==> config.mk <==
export PLATFORM = sky130hd
export DESIGN_NAME = ident_number_hash_lexer_flat
export DESIGN_NICKNAME = d
export VERILOG_FILES = /design/src/rtl/ihl_pkg.sv /design/src/rtl/ihl_in_if.sv /design/src/rtl/ihl_out_if.sv /design/src/rtl/ihl_scan.sv /design/src/rtl/ihl_outq.sv /design/src/rtl/ident_number_hash_lexer.sv /design/src/flat_wrapper.sv
export SDC_FILE = /design/constraint.sdc
export NUM_CORES = 1
export LEC_CHECK = 0
export ABC_AREA = 1
export BUFFER_PORTS_ARGS = -buffer_cell sky130_fd_sc_hd__buf_2
export CAP_MARGIN = 20
export CORE_MARGIN = 2
export CORE_UTILIZATION = 45
export CTS_CLUSTER_SIZE = 24
export DETAILED_ROUTE_END_ITERATION = 10
export PLACE_DENSITY = 0.6
export SKIP_LAST_GASP = 1
export SLEW_MARGIN = 40
export SYNTH_ARGS = -nofsm -noshare
export SYNTH_HDL_FRONTEND = slang
export SYNTH_HIERARCHICAL = 1
export SYNTH_SLANG_ARGS = --single-unit
==> constraint.sdc <==
create_clock -name clk -period 5.8 [get_ports clk]
set_clock_uncertainty 0.1 [all_clocks]
set_input_delay 1.16 -clock clk [delete_from_list [all_inputs] [get_ports clk]]
set_output_delay 1.16 -clock clk [all_outputs]
set_load 0.05 [all_outputs]
==> src/rtl/ihl_pkg.sv <==
`timescale 1ns / 1ps
// types and constants for the identifier / number / hash lexer
// no dependencies; used by the scanner, the queue, the top level, the checker and the testbench
package ihl_pkg;

	localparam int IHL_OFFSET_BITS = 20;
	localparam int IHL_LINE_BITS   = 16;

	// widths of the result fields on the port
	localparam int OFF_W  = 20;
	localparam int LINE_W = 16;
	localparam int KIND_W = 3;

	localparam logic [KIND_W-1:0] KIND_IDENT = 3'd0;
	localparam logic [KIND_W-1:0] KIND_NUM   = 3'd1;
	localparam logic [KIND_W-1:0] KIND_HASH  = 3'd2;
	localparam logic [KIND_W-1:0] KIND_DHASH = 3'd3;
	localparam logic [KIND_W-1:0] KIND_END   = 3'd4;
	localparam logic [KIND_W-1:0] KIND_ERROR = 3'd5;

	localparam logic [7:0] CH_HASH  = 8'h23;
	localparam logic [7:0] CH_UNDER = 8'h5F;
	localparam logic [7:0] CH_TAB   = 8'h09;
	localparam logic [7:0] CH_CR    = 8'h0D;
	localparam logic [7:0] CH_LF    = 8'h0A;
	localparam logic [7:0] CH_SPACE = 8'h20;

	typedef struct packed {
		logic [KIND_W-1:0] token_kind;
		logic [OFF_W-1:0]  start_offset;
		logic [OFF_W-1:0]  token_length;
		logic [LINE_W-1:0] start_line;
		logic [LINE_W-1:0] start_column;
		logic [7:0]        bad_byte;
		logic              last;
	} res_t;

	// up to two results from one byte, in order
	typedef struct packed {
		logic v0;
		logic v1;
		res_t r0;
		res_t r1;
	} push_t;

endpackage

==> src/rtl/ihl_in_if.sv <==
`timescale 1ns / 1ps
// byte channel of the lexer: valid / ready plus one source byte or end marker
// no dependencies
interface ihl_in_if;
	logic       valid;
	logic       ready;
	logic [7:0] in_byte;
	logic       end_of_input;

	modport source (output valid, output in_byte, output end_of_input, input ready);
	modport sink (input valid, input in_byte, input end_of_input, output ready);
endinterface

==> src/rtl/ihl_out_if.sv <==
`timescale 1ns / 1ps
// token channel of the lexer: valid / ready plus the result fields
// no dependencies
interface ihl_out_if;
	logic        valid;
	logic        ready;
	logic [2:0]  token_kind;
	logic [19:0] start_offset;
	logic [19:0] token_length;
	logic [15:0] start_line;
	logic [15:0] start_column;
	logic [7:0]  bad_byte;
	logic        last;

	modport source (output valid, output token_kind, output start_offset,
		output token_length, output start_line, output start_column,
		output bad_byte, output last, input ready);
	modport sink (input valid, input token_kind, input start_offset,
		input token_length, input start_line, input start_column,
		input bad_byte, input last, output ready);
endinterface

==> src/rtl/ihl_scan.sv <==
`timescale 1ns / 1ps
// input register, scanner state and per-byte classification
// depends on ihl_pkg
module ihl_scan
	import ihl_pkg::*;
#(
	parameter int OFFSET_BITS = IHL_OFFSET_BITS,
	parameter int LINE_BITS   = IHL_LINE_BITS
) (
	input  logic       clk,
	input  logic       arst_n,
	input  logic       load,
	input  logic [7:0] in_byte,
	input  logic       end_of_input,
	input  logic       room,
	output logic       busy,
	output push_t      push
);

	localparam logic [2:0] MODE_IDLE   = 3'd0;
	localparam logic [2:0] MODE_IDENT  = 3'd1;
	localparam logic [2:0] MODE_NUM    = 3'd2;
	localparam logic [2:0] MODE_HASH   = 3'd3;
	localparam logic [2:0] MODE_FAILED = 3'd4;

	localparam logic [OFFSET_BITS-1:0] OFF_MAX  = '1;
	localparam logic [LINE_BITS-1:0]   LINE_MAX = '1;
	localparam logic [LINE_BITS-1:0]   LINE_ONE = LINE_BITS'(1);

	logic       valid_s1;
	logic [7:0] byte_s1;
	logic       eoi_s1;
	logic       fire;

	logic [2:0]             mode_q, mode_d;
	logic                   cr_q, cr_d;
	logic [OFFSET_BITS-1:0] off_q, off_d, tstart_q, tstart_d;
	logic [LINE_BITS-1:0]   line_q, line_d, col_q, col_d;
	logic [LINE_BITS-1:0]   tline_q, tline_d, tcol_q, tcol_d;

	logic [OFFSET_BITS-1:0] off_inc;
	logic [LINE_BITS-1:0]   line_inc, col_inc;
	logic [OFFSET_BITS-1:0] span;
	logic cls_word, cls_dec, is_hash, is_blank, is_break, lf_skip, tok_open;
	logic flush_v, tail_v;
	res_t flush_r, tail_r;

	function automatic logic [OFF_W-1:0] fit_off(input logic [OFFSET_BITS-1:0] v);
		logic [31:0] w;
		w = 32'(v);
		return w[OFF_W-1:0];
	endfunction

	function automatic logic [LINE_W-1:0] fit_line(input logic [LINE_BITS-1:0] v);
		logic [31:0] w;
		w = 32'(v);
		return w[LINE_W-1:0];
	endfunction

	assign fire = valid_s1 && room;
	assign busy = valid_s1;

	always_ff @(posedge clk or negedge arst_n) begin
		if (!arst_n) begin
			valid_s1 <= 1'b0;
		end else if (load) begin
			valid_s1 <= 1'b1;
		end else if (fire) begin
			valid_s1 <= 1'b0;
		end
	end

	always_ff @(posedge clk) begin
		if (load) begin
			byte_s1 <= in_byte;
			eoi_s1  <= end_of_input;
		end
	end

	assign cls_word = (byte_s1 >= 8'h41 && byte_s1 <= 8'h5A) ||
		(byte_s1 >= 8'h61 && byte_s1 <= 8'h7A) || byte_s1 == CH_UNDER;
	assign cls_dec  = byte_s1 >= 8'h30 && byte_s1 <= 8'h39;
	assign is_hash  = byte_s1 == CH_HASH;
	assign is_blank = byte_s1 == CH_SPACE || byte_s1 == CH_TAB;
	assign is_break = byte_s1 == CH_LF || byte_s1 == CH_CR;
	assign lf_skip  = cr_q && byte_s1 == CH_LF;
	assign tok_open = mode_q == MODE_IDENT || mode_q == MODE_NUM || mode_q == MODE_HASH;

	// saturating counters
	assign off_inc  = (off_q == OFF_MAX) ? off_q : off_q + OFFSET_BITS'(1);
	assign line_inc = (line_q == LINE_MAX) ? line_q : line_q + LINE_ONE;
	assign col_inc  = (col_q == LINE_MAX) ? col_q : col_q + LINE_ONE;
	assign span     = (off_q >= tstart_q) ? off_q - tstart_q : '0;

	// the token that a byte or the end marker closes
	always_comb begin
		flush_r = '0;
		unique case (mode_q)
			MODE_IDENT: flush_r.token_kind = KIND_IDENT;
			MODE_NUM:   flush_r.token_kind = KIND_NUM;
			MODE_HASH:  flush_r.token_kind = KIND_HASH;
			default:    flush_r.token_kind = KIND_IDENT;
		endcase
		flush_r.start_offset = fit_off(tstart_q);
		flush_r.token_length = (mode_q == MODE_HASH) ? OFF_W'(1) : fit_off(span);
		flush_r.start_line   = fit_line(tline_q);
		flush_r.start_column = fit_line(tcol_q);
	end

	always_comb begin
		mode_d   = mode_q;
		cr_d     = cr_q;
		off_d    = off_q;
		line_d   = line_q;
		col_d    = col_q;
		tstart_d = tstart_q;
		tline_d  = tline_q;
		tcol_d   = tcol_q;
		flush_v  = 1'b0;
		tail_v   = 1'b0;
		tail_r   = '0;
		tail_r.start_offset = fit_off(off_q);
		tail_r.start_line   = fit_line(line_q);
		tail_r.start_column = fit_line(col_q);

		if (mode_q != MODE_FAILED) begin
			if (eoi_s1) begin
				flush_v           = tok_open;
				tail_v            = 1'b1;
				tail_r.token_kind = KIND_END;
				mode_d   = MODE_IDLE;
				cr_d     = 1'b0;
				off_d    = '0;
				line_d   = LINE_ONE;
				col_d    = LINE_ONE;
				tstart_d = '0;
				tline_d  = LINE_ONE;
				tcol_d   = LINE_ONE;
			end else begin
				cr_d = 1'b0;
				priority if ((mode_q == MODE_IDENT && (cls_word || cls_dec)) ||
					(mode_q == MODE_NUM && cls_dec)) begin
					off_d = off_inc;
					col_d = col_inc;
				end else if (mode_q == MODE_HASH && is_hash) begin
					tail_v              = 1'b1;
					tail_r              = flush_r;
					tail_r.token_kind   = KIND_DHASH;
					tail_r.token_length = OFF_W'(2);
					off_d  = off_inc;
					col_d  = col_inc;
					mode_d = MODE_IDLE;
				end else begin
					// close any open token, then treat the byte as if idle
					flush_v = tok_open;
					mode_d  = MODE_IDLE;
					priority if (lf_skip) begin
						off_d = off_inc;
					end else if (is_blank) begin
						off_d = off_inc;
						col_d = col_inc;
					end else if (is_break) begin
						off_d  = off_inc;
						line_d = line_inc;
						col_d  = LINE_ONE;
						cr_d   = byte_s1 == CH_CR;
					end else if (cls_word || cls_dec || is_hash) begin
						mode_d   = cls_word ? MODE_IDENT : (cls_dec ? MODE_NUM : MODE_HASH);
						tstart_d = off_q;
						tline_d  = line_q;
						tcol_d   = col_q;
						off_d    = off_inc;
						col_d    = col_inc;
					end else begin
						tail_v            = 1'b1;
						tail_r.token_kind = KIND_ERROR;
						tail_r.bad_byte   = byte_s1;
						mode_d            = MODE_FAILED;
					end
				end
			end
		end
	end

	always_comb begin
		push = '0;
		if (flush_v) begin
			push.v0      = fire;
			push.r0      = flush_r;
			push.r0.last = !tail_v;
			push.v1      = fire && tail_v;
			push.r1      = tail_r;
			push.r1.last = 1'b1;
		end else begin
			push.v0      = fire && tail_v;
			push.r0      = tail_r;
			push.r0.last = 1'b1;
		end
	end

	always_ff @(posedge clk or negedge arst_n) begin
		if (!arst_n) begin
			mode_q   <= MODE_IDLE;
			cr_q     <= 1'b0;
			off_q    <= '0;
			line_q   <= LINE_ONE;
			col_q    <= LINE_ONE;
			tstart_q <= '0;
			tline_q  <= LINE_ONE;
			tcol_q   <= LINE_ONE;
		end else if (fire) begin
			mode_q   <= mode_d;
			cr_q     <= cr_d;
			off_q    <= off_d;
			line_q   <= line_d;
			col_q    <= col_d;
			tstart_q <= tstart_d;
			tline_q  <= tline_d;
			tcol_q   <= tcol_d;
		end
	end

endmodule

==> src/rtl/ihl_outq.sv <==
`timescale 1ns / 1ps
// four-entry result queue: takes up to two results a cycle, hands out one while the token channel is ready
// depends on ihl_pkg and ihl_out_if
module ihl_outq
	import ihl_pkg::*;
(
	input  logic             clk,
	input  logic             arst_n,
	input  push_t            push,
	output logic             room,
	ihl_out_if.source        token_ch
);

	res_t       mem [4];
	logic [1:0] wr_q, rd_q;
	logic [2:0] count_q;
	logic       pop;
	logic [1:0] n_push;
	res_t       head;

	assign n_push = 2'(push.v0) + 2'(push.v1);
	assign pop    = count_q != 3'd0 && token_ch.ready;
	// room for a full pair regardless of this cycle's pop
	assign room   = count_q <= 3'd2;

	always_ff @(posedge clk or negedge arst_n) begin
		if (!arst_n) begin
			wr_q    <= '0;
			rd_q    <= '0;
			count_q <= '0;
		end else begin
			wr_q    <= wr_q + n_push;
			rd_q    <= rd_q + 2'(pop);
			count_q <= count_q + 3'(n_push) - 3'(pop);
		end
	end

	always_ff @(posedge clk) begin
		if (push.v0) begin
			mem[wr_q] <= push.r0;
		end
		if (push.v1) begin
			mem[wr_q + 2'd1] <= push.r1;
		end
	end

	assign head                  = mem[rd_q];
	assign token_ch.valid        = count_q != 3'd0;
	assign token_ch.token_kind   = head.token_kind;
	assign token_ch.start_offset = head.start_offset;
	assign token_ch.token_length = head.token_length;
	assign token_ch.start_line   = head.start_line;
	assign token_ch.start_column = head.start_column;
	assign token_ch.bad_byte     = head.bad_byte;
	assign token_ch.last         = head.last;

endmodule

==> src/rtl/ident_number_hash_lexer.sv <==
`timescale 1ns / 1ps
// identifier / number / hash lexer, top level
// a result passes the input register and then the result queue before it is valid on the token channel
// throughput: one byte per cycle; the four-entry result queue stalls input when it holds
// more than two results, so sustained output is one result per cycle while the token channel is ready
// reset: arst_n clears to offset 0, line 1, column 1, idle, and empties the queue
// depends on ihl_pkg, ihl_in_if, ihl_out_if, ihl_scan, ihl_outq
module ident_number_hash_lexer
	import ihl_pkg::*;
#(
	parameter int OFFSET_BITS = IHL_OFFSET_BITS,
	parameter int LINE_BITS   = IHL_LINE_BITS
) (
	input logic       clk,
	input logic       arst_n,
	ihl_in_if.sink    byte_ch,
	ihl_out_if.source token_ch
);

	logic  busy;
	logic  room;
	logic  load;
	push_t push;

	assign byte_ch.ready = !busy || room;
	assign load          = byte_ch.valid && byte_ch.ready;

	ihl_scan #(
		.OFFSET_BITS(OFFSET_BITS),
		.LINE_BITS(LINE_BITS)
	) u_scan (
		.clk(clk),
		.arst_n(arst_n),
		.load(load),
		.in_byte(byte_ch.in_byte),
		.end_of_input(byte_ch.end_of_input),
		.room(room),
		.busy(busy),
		.push(push)
	);

	ihl_outq u_outq (
		.clk(clk),
		.arst_n(arst_n),
		.push(push),
		.room(room),
		.token_ch(token_ch)
	);

endmodule

==> src/flat_wrapper.sv <==
// flat-port wrapper written by rule: the top's interface ports become plain ports
module ident_number_hash_lexer_flat import ihl_pkg::*;
#(
	parameter int OFFSET_BITS = IHL_OFFSET_BITS,
	parameter int LINE_BITS   = IHL_LINE_BITS
)
  (clk, arst_n, byte_ch_valid, byte_ch_in_byte, byte_ch_end_of_input, byte_ch_ready, token_ch_valid, token_ch_token_kind, token_ch_start_offset, token_ch_token_length, token_ch_start_line, token_ch_start_column, token_ch_bad_byte, token_ch_last, token_ch_ready);
  ihl_in_if byte_ch_i ();
  ihl_out_if token_ch_i ();
  input logic clk;
  input logic arst_n;
  input wire logic [$bits(byte_ch_i.valid)-1:0] byte_ch_valid;
  input wire logic [$bits(byte_ch_i.in_byte)-1:0] byte_ch_in_byte;
  input wire logic [$bits(byte_ch_i.end_of_input)-1:0] byte_ch_end_of_input;
  output wire logic [$bits(byte_ch_i.ready)-1:0] byte_ch_ready;
  output wire logic [$bits(token_ch_i.valid)-1:0] token_ch_valid;
  output wire logic [$bits(token_ch_i.token_kind)-1:0] token_ch_token_kind;
  output wire logic [$bits(token_ch_i.start_offset)-1:0] token_ch_start_offset;
  output wire logic [$bits(token_ch_i.token_length)-1:0] token_ch_token_length;
  output wire logic [$bits(token_ch_i.start_line)-1:0] token_ch_start_line;
  output wire logic [$bits(token_ch_i.start_column)-1:0] token_ch_start_column;
  output wire logic [$bits(token_ch_i.bad_byte)-1:0] token_ch_bad_byte;
  output wire logic [$bits(token_ch_i.last)-1:0] token_ch_last;
  input wire logic [$bits(token_ch_i.ready)-1:0] token_ch_ready;
  assign byte_ch_i.valid = byte_ch_valid;
  assign byte_ch_i.in_byte = byte_ch_in_byte;
  assign byte_ch_i.end_of_input = byte_ch_end_of_input;
  assign byte_ch_ready = byte_ch_i.ready;
  assign token_ch_valid = token_ch_i.valid;
  assign token_ch_token_kind = token_ch_i.token_kind;
  assign token_ch_start_offset = token_ch_i.start_offset;
  assign token_ch_token_length = token_ch_i.token_length;
  assign token_ch_start_line = token_ch_i.start_line;
  assign token_ch_start_column = token_ch_i.start_column;
  assign token_ch_bad_byte = token_ch_i.bad_byte;
  assign token_ch_last = token_ch_i.last;
  assign token_ch_i.ready = token_ch_ready;
  ident_number_hash_lexer #(.OFFSET_BITS(OFFSET_BITS), .LINE_BITS(LINE_BITS)) u_core (.clk(clk), .arst_n(arst_n), .byte_ch(byte_ch_i), .token_ch(token_ch_i));
endmodule
==> flow_summary.toml, run 1 <==
[outcome]
status = "completed"

[floorplan]
core_sq_um = 64600
io_pins = 99
die_y_um = 260
die_area_sq_um = 67400
start_util = 0.456
die_w_um = 260
row_count = 93

[synth]
yosys_warnings = 6
synthesis.instances = 4093
async_flop_share = 0.252
ys_ff_latch = 461
ys_seq_area_frac = 0.451
synthTopCellsByArea = "edfxtp_1, nand2_1, dfrtp_1, inv_1, nand3_1"
yosys.area.top_type_share = 0.352
yosys.area.top_type = "edfxtp_1"
syn_avg_cell_area_sq_um = 7.19
synth_ff_type = "edfxtp_1"
ys_types = 50
netlist_area_sq_um = 29400
synth_edf_count = 345

[clock_network]
numCtsBuffers = 53
clockRootBuffer = "clkbuf_16"
ctsResizeCount = 0
cts_tree = "done"
htreeDepth = 2
cts_setup_buffers = 0
hold_buffers = 0
cts_num_sinks = 461
clock_path_buffers = 3
worstSkewPairLatency_ps = 600
clk_pin_slew_ps = 60

[layout]
area_growth_pct = 8.54
final_cells = 4932
n_antenna_cell = 0
seq_area_sq_um = 13300
layout-drive-gt1-share = 0.0689
final_common_cell = "nand2_1"
fillers = 6380
multi_input_area_sq_um = 12600
final_cell_mix = "nand2_1, inv_1, edfxtp_1"
nets = 4077

[critical_path]
worstSetupPathDepth = 12
worst-endpoint-arrival_ps = 4860
worstSetupStartpoint = "u_core/u_scan/byte_s1[1]"
cp-end-kind = "flop"
start_kind = "flop"
path_delay_family = "simple AND/OR/NAND/NOR gates"
slowest_delay_ps = 750
path_cells = "nand2_2 > nor2_2 > nand3_2 > inv_2 > a21oi_1 > nand2_4 > inv_2 > nand3_1 > nor2_4 > nand3_4 > nand2_4 > buf_4"
rrSetupSlack_ps = 1070
cp_data_required_time_ps = 5930
path_buf_inv = 3
r2r-end = "u_core/u_outq/mem[3][4]"
critPathCapture = "u_core/u_outq/mem[3][4]"
crit_fanout = 39
slowest_stage = "nand2_4"
reg2reg_depth = 12
reg2reg_from = "u_core/u_scan/byte_s1[1]"
critical_path_class = "flop to flop"

[power_and_ir_drop]
peakVddDrop_mv = 0.398
p_leak_nw = 15.2
cellPowerDensity_nw_per_um2 = 485

[drt]
ant_nets = 0
wl_per_cell_um = 17.6
drc = 0
drt_iter0_drc = 2154
first_pass_iters = 5
wirelength_um = 86800
num_vias = 25900
post_drt_via_cell_ratio = 5.25

[placement]
place_congestion = 0.944
dpl.hpwl_um = 50800
io_buffers = 98
place_inst = 4831

[global_routing]
grt-ovfl-total = 0
grt_first_pass_wirelength_um = 139000
grt_pass1_vias = 24900
grt_antenna_before_repair = 0
grt.total_usage = 0.261
grt_max_degree = 106

[timing]
maxSlewHeadroom = 0.403
setup_viol = 0
fmax_ghz = 0.212
rsz0062_at_grt = "no"
tns_ps = 0
period_minus_slack_ps = 4730
tightest_slew_ps = 896
maxSlewViolCount = 0
hold_violations = 0
period_share = 0.815
hold_ws_ps = 385

[hold_path]
hp-class = "flop to flop"

[run]
maxCapViolCount = 0
## registers in the layout, summed over array words and instances, names as in the netlist, 2 cells and up
register                flops
u_core/u_outq/count_q       3
u_core/u_outq/mem         336
u_core/u_outq/rd_q          2
u_core/u_outq/wr_q          2
u_core/u_scan/byte_s1       8
u_core/u_scan/col_q        16
u_core/u_scan/line_q       16
u_core/u_scan/mode_q        3
u_core/u_scan/off_q        20
u_core/u_scan/tcol_q       16
u_core/u_scan/tline_q      16
u_core/u_scan/tstart_q     20
## area by class of cell
cell class	instances	share of cell area
Sequential cell	461	0.416
Multi-Input combinational cell	2754	0.395
Inverter	629	0.0743
Clock buffer	78	0.0467
Tap cell	855	0.0335
Timing Repair Buffer	134	0.0292
Clock inverter	21	0.00505
## layer usage
metal  vias up  track usage  part of all wire
li1      12800            -                 -
met3       156       0.0293             0.062
met2       812        0.441              0.47
met5         -            0                 0
met4         0       0.0785             0.027
met1     12100        0.353              0.44
## synth_stat cells (4+ instances only)
| library cell | instances |
|---|---|
| a21oi_1 | 58 |
| buf_1 | 21 |
| buf_2 | 111 |
| buf_4 | 26 |
| buf_6 | 11 |
| clkbuf_1 | 93 |
| clkbuf_2 | 6 |
| dfrtp_1 | 112 |
| dfstp_2 | 4 |
| edfxtp_1 | 345 |
| ha_1 | 29 |
| inv_1 | 616 |
| inv_2 | 11 |
| nand2_1 | 1482 |
| nand2_2 | 15 |
| nand3_1 | 320 |
| nand3_4 | 4 |
| nand3b_1 | 4 |
| nand4_1 | 197 |
| nor2_1 | 258 |
| nor2_2 | 4 |
| nor3_1 | 32 |
| o21a_1 | 19 |
| o21ai_0 | 165 |
| o21ai_1 | 62 |
| o21bai_1 | 4 |
| xnor2_1 | 9 |
| xor2_1 | 37 |
## worst min-delay path by stage
stage / end / slack (ps) / startpoint / cells after the start
6_report: u_core/u_scan/tcol_q[0] / 390 / u_core/u_scan/tcol_q[0] / 2
3_5_place_dp: u_core/u_scan/tcol_q[0] / 380 / u_core/u_scan/tcol_q[0] / 2
5_1_grt: u_core/u_scan/tcol_q[0] / 420 / u_core/u_scan/tcol_q[0] / 2
4_1_cts: u_core/u_scan/tcol_q[0] / 390 / u_core/u_scan/tcol_q[0] / 2
2_1_floorplan: u_core/u_scan/cr_q / 350 / u_core/u_scan/cr_q / 2
3_3_place_gp: u_core/u_scan/tline_q[0] / 370 / u_core/u_scan/tline_q[0] / 2
## tightest hold or removal path, stage by stage, from the launching register on
cell,delay [ps]
dfstp_2,370
o21ai_0,60
nand2_1,50
## metrics by stage
step / area [sq um] / total power, mW / utilization / worst slack, ps
global route: 31900 / 16.4 / 0.495 / 739
CTS: 31900 / 15.5 / 0.493 / 1090
finish: 31900 / 15.5 / 0.495 / 1070
global placement: 30100 / 12.2 / 0.466 / 1080
detailed placement: 30200 / 12.3 / 0.468 / 1110
floorplan: 29500 / 10.2 / - / 1050
## power by group
group	switching (mW)	internal, mW	total (mW)
registers	0.384	4.38	4.76
clock network	1.39	1.86	3.25
logic	5.90	1.57	7.47
## cells by family (layout without fill, tap and decap cells)
logic type               after synthesis  count (layout)  synth area share
AND/OR/NAND/NOR                     2338            2338             0.338
buffers and inverters                898             862             0.126
flip-flops                           461             461             0.451
AO/OA/AOI/OAI                        318             318            0.0572
XOR/XNOR                              46              46            0.0137
adder cells (fa/ha/maj)               31              31            0.0137
other                                  1              21          0.000127
No activity file was read; power rests on OpenSTA's default activity.
==> run 2, diff against run 1 <==
Settings changed: ABC_AREA 1 to 0.
Clock period 5.8 ns to 4.95 ns, I/O delays scaled along.
==> run 2 against run 1 <==
Synthesized cell count fell by 56%. Core utilization up 1.2 points. Flip-flop and latch count is the same. Global-route usage shrank 4.6 points. Cell area fell by 13%.
==> flow_summary.toml, run 2 <==
[synth]
yosys.area.top_type = "edfxtp_1"
yosys.area.top_type_share = 0.417
synthTopCellsByArea = "edfxtp_1, mux2_2, dfrtp_1, mux4_2, mux2_1"
synth_ff_type = "edfxtp_1"
yosys_warnings = 6
netlist_area_sq_um = 24800
ys_ff_latch = 461
ys_types = 74
async_flop_share = 0.252
synth_most_common_cell = "edfxtp_1"
netlist_top_cells_count = "edfxtp_1, mux2_2, dfrtp_1"
syn_avg_cell_area_sq_um = 13.9
synth_edf_count = 345
synthesis.instances = 1790
ys_seq_area_frac = 0.535

[power_and_ir_drop]
p_seq_frac = 0.342
p_clk_frac = 0.259
cellPowerDensity_nw_per_um2 = 559
p_int_mw = 9.35
power_mw = 15.5
swShare = 0.397
peakVddDrop_mv = 0.344
switching_power_mw = 6.16
comb_power_share = 0.399
p_leak_nw = 10.8

[layout]
final_common_cell = "edfxtp_1"
fillers = 4606
area_growth_pct = 11.8
n_antenna_cell = 0
largest_reg_flops = 336
fin_util = 0.507
layout-drive-gt1-share = 0.357
max_flop_register = "u_core/u_outq/mem"
reg_top3 = "u_core/u_outq/mem: 336 flops, u_core/u_scan/off_q: 20 flops, u_core/u_scan/tstart_q: 20 flops"
final_cell_mix = "edfxtp_1, mux2_2, dfrtp_1"
nets = 1898

[timing]
period_minus_slack_ps = 4360
period_share = 0.880
fmax_ghz = 0.230
hold_violations = 0
maxSlewViolCount = 0
maxSlewHeadroom = 0.464
rsz0062_at_grt = "no"
tightest_slew_ps = 804
setup_viol = 0

[global_routing]
grt_pass1_vias = 15800
grt.total_usage = 0.215
grt_max_degree = 70
grt_antenna_before_repair = 1
grt_first_pass_wirelength_um = 94700
grt-ovfl-total = 0

[drt]
post_drt_via_cell_ratio = 5.88
num_vias = 15300
drt_iter0_drc = 1112
wirelength_um = 60400
wl_per_cell_um = 23.2
drc = 0
first_pass_iters = 5
ant_nets = 0

[critical_path]
cp-end-kind = "flop"
reg2reg_from = "u_core/u_scan/byte_s1[0]"
cp_data_required_time_ps = 5330
critPathCapture = "u_core/u_outq/count_q[2]"
crit_fanout = 10
rrSetupSlack_ps = 590
worstSetupStartpoint = "u_core/u_scan/byte_s1[0]"
worst-endpoint-arrival_ps = 4740
critical_path_class = "flop to flop"
reg2reg_depth = 16
r2r-end = "u_core/u_outq/count_q[2]"
start_kind = "flop"

[floorplan]
row_count = 86
start_util = 0.453
core_sq_um = 54800
die_area_sq_um = 57000
io_pins = 99
die_y_um = 239
die_w_um = 239

[clock_network]
htreeDepth = 2
cts_setup_buffers = 0
worstSkewPairLatency_ps = 630
clk_pin_slew_ps = 60
numCtsBuffers = 51
cts_num_sinks = 461
hold_buffers = 0
ctsResizeCount = 0
clock_path_buffers = 3
clockRootBuffer = "clkbuf_16"
cts_tree = "done"

[placement]
place_congestion = 0.880
dpl.hpwl_um = 36000
io_buffers = 98

[hold_path]
hp-class = "primary input to async pin"

[run]
maxCapViolCount = 0

[outcome]
status = "completed"
[run 2: changes by cell type in the layout (fill, tap and decap cells not counted), sizes merged, moves of 66 or more]
cell	previous run	this run
mux4	0	84
inv	628	55
o21ai	228	47
and2	1	67
mux2	0	386
nand4	198	24
nor2	265	77
nand3	327	33
nand2	1500	60
[run 2: power by group through the flow]
stage	Combinational (mW)	Clock, mW	Sequential, mW
after floorplan	4.76	0	5.18
after global placement	6.22	0	5.37
after detailed placement	6.25	0	5.39
after CTS	6.27	4.11	5.31
after global routing	6.60	4.26	5.37
final	6.19	4.01	5.31
[run 2: critical path: stages (launching register included)]
cell and delay [ps]:
edfxtp_1 520, and4b_1 250, nor4_1 480, nor3_2 180, nor3_1 390, nor3_1 110
nand2b_1 250, nor2_1 420, ha_1 330, inv_1 60, ha_1 210, inv_1 60
ha_1 130, inv_1 50, fa_1 370, xor2_1 160, xnor2_1 130
[run 2: cell families after synthesis]
kind of cell | Yosys count | synth area share
AOI/OAI and AO/OA | 203 | 0.0574
xor gates and xnor gates | 32 | 0.0113
adders and majority gates | 31 | 0.0162
buffers and inverters | 198 | 0.0398
DFF | 461 | 0.535
muxes | 485 | 0.257
other | 1 | 0.000151
and+or+nand+nor | 379 | 0.0830
[run 2: area by class of cell]
class / count / area (sq um) / share of cell area
well taps: 704 / 881 / 0.0317
inverters: 53 / 199 / 0.00717
clock buffers: 69 / 1440 / 0.0517
multi-input cells: 1151 / 10700 / 0.386
clock inverters: 27 / 345 / 0.0124
flip-flops and latches: 461 / 13300 / 0.478
repair buffers: 136 / 893 / 0.0322
[run 2: worst min path at each step]
stage | cells past startpoint | start | slack (ps) | to
2_1_floorplan | 1 | u_core/u_scan/tcol_q[1] | 360 | u_core/u_scan/tcol_q[1]
3_3_place_gp | 2 | u_core/u_scan/tline_q[0] | 370 | u_core/u_scan/tline_q[0]
3_5_place_dp | 2 | u_core/u_scan/tcol_q[0] | 380 | u_core/u_scan/tcol_q[0]
4_1_cts | 1 | arst_n | 290 | u_core/u_scan/tcol_q[11]
5_1_grt | 1 | arst_n | 330 | u_core/u_scan/tcol_q[10]
6_report | 1 | arst_n | 280 | u_core/u_scan/col_q[11]
[run 2: routing by layer]
layer  up-vias  part of all wire  global-route usage
li1       6998                 -                   -
met1      7904              0.45               0.293
met2       313              0.50               0.367
met3        71             0.038              0.0301
met4         0             0.016              0.0451
met5         -                 0                   0
[run 2: stage by stage]
step           instances  cell area [sq um]  hold WS (ps)  TNS [ps]  setup slack [ps]
4_1_cts             2600              27700           288         0               576
2_1_floorplan       1810              24900           360    -32310              -199
6_report            2601              27700           276         0               594
3_5_place_dp        2504              26000           379         0               624
5_1_grt             2601              27700           328         0               209
3_3_place_gp        2504              25900           372         0               774
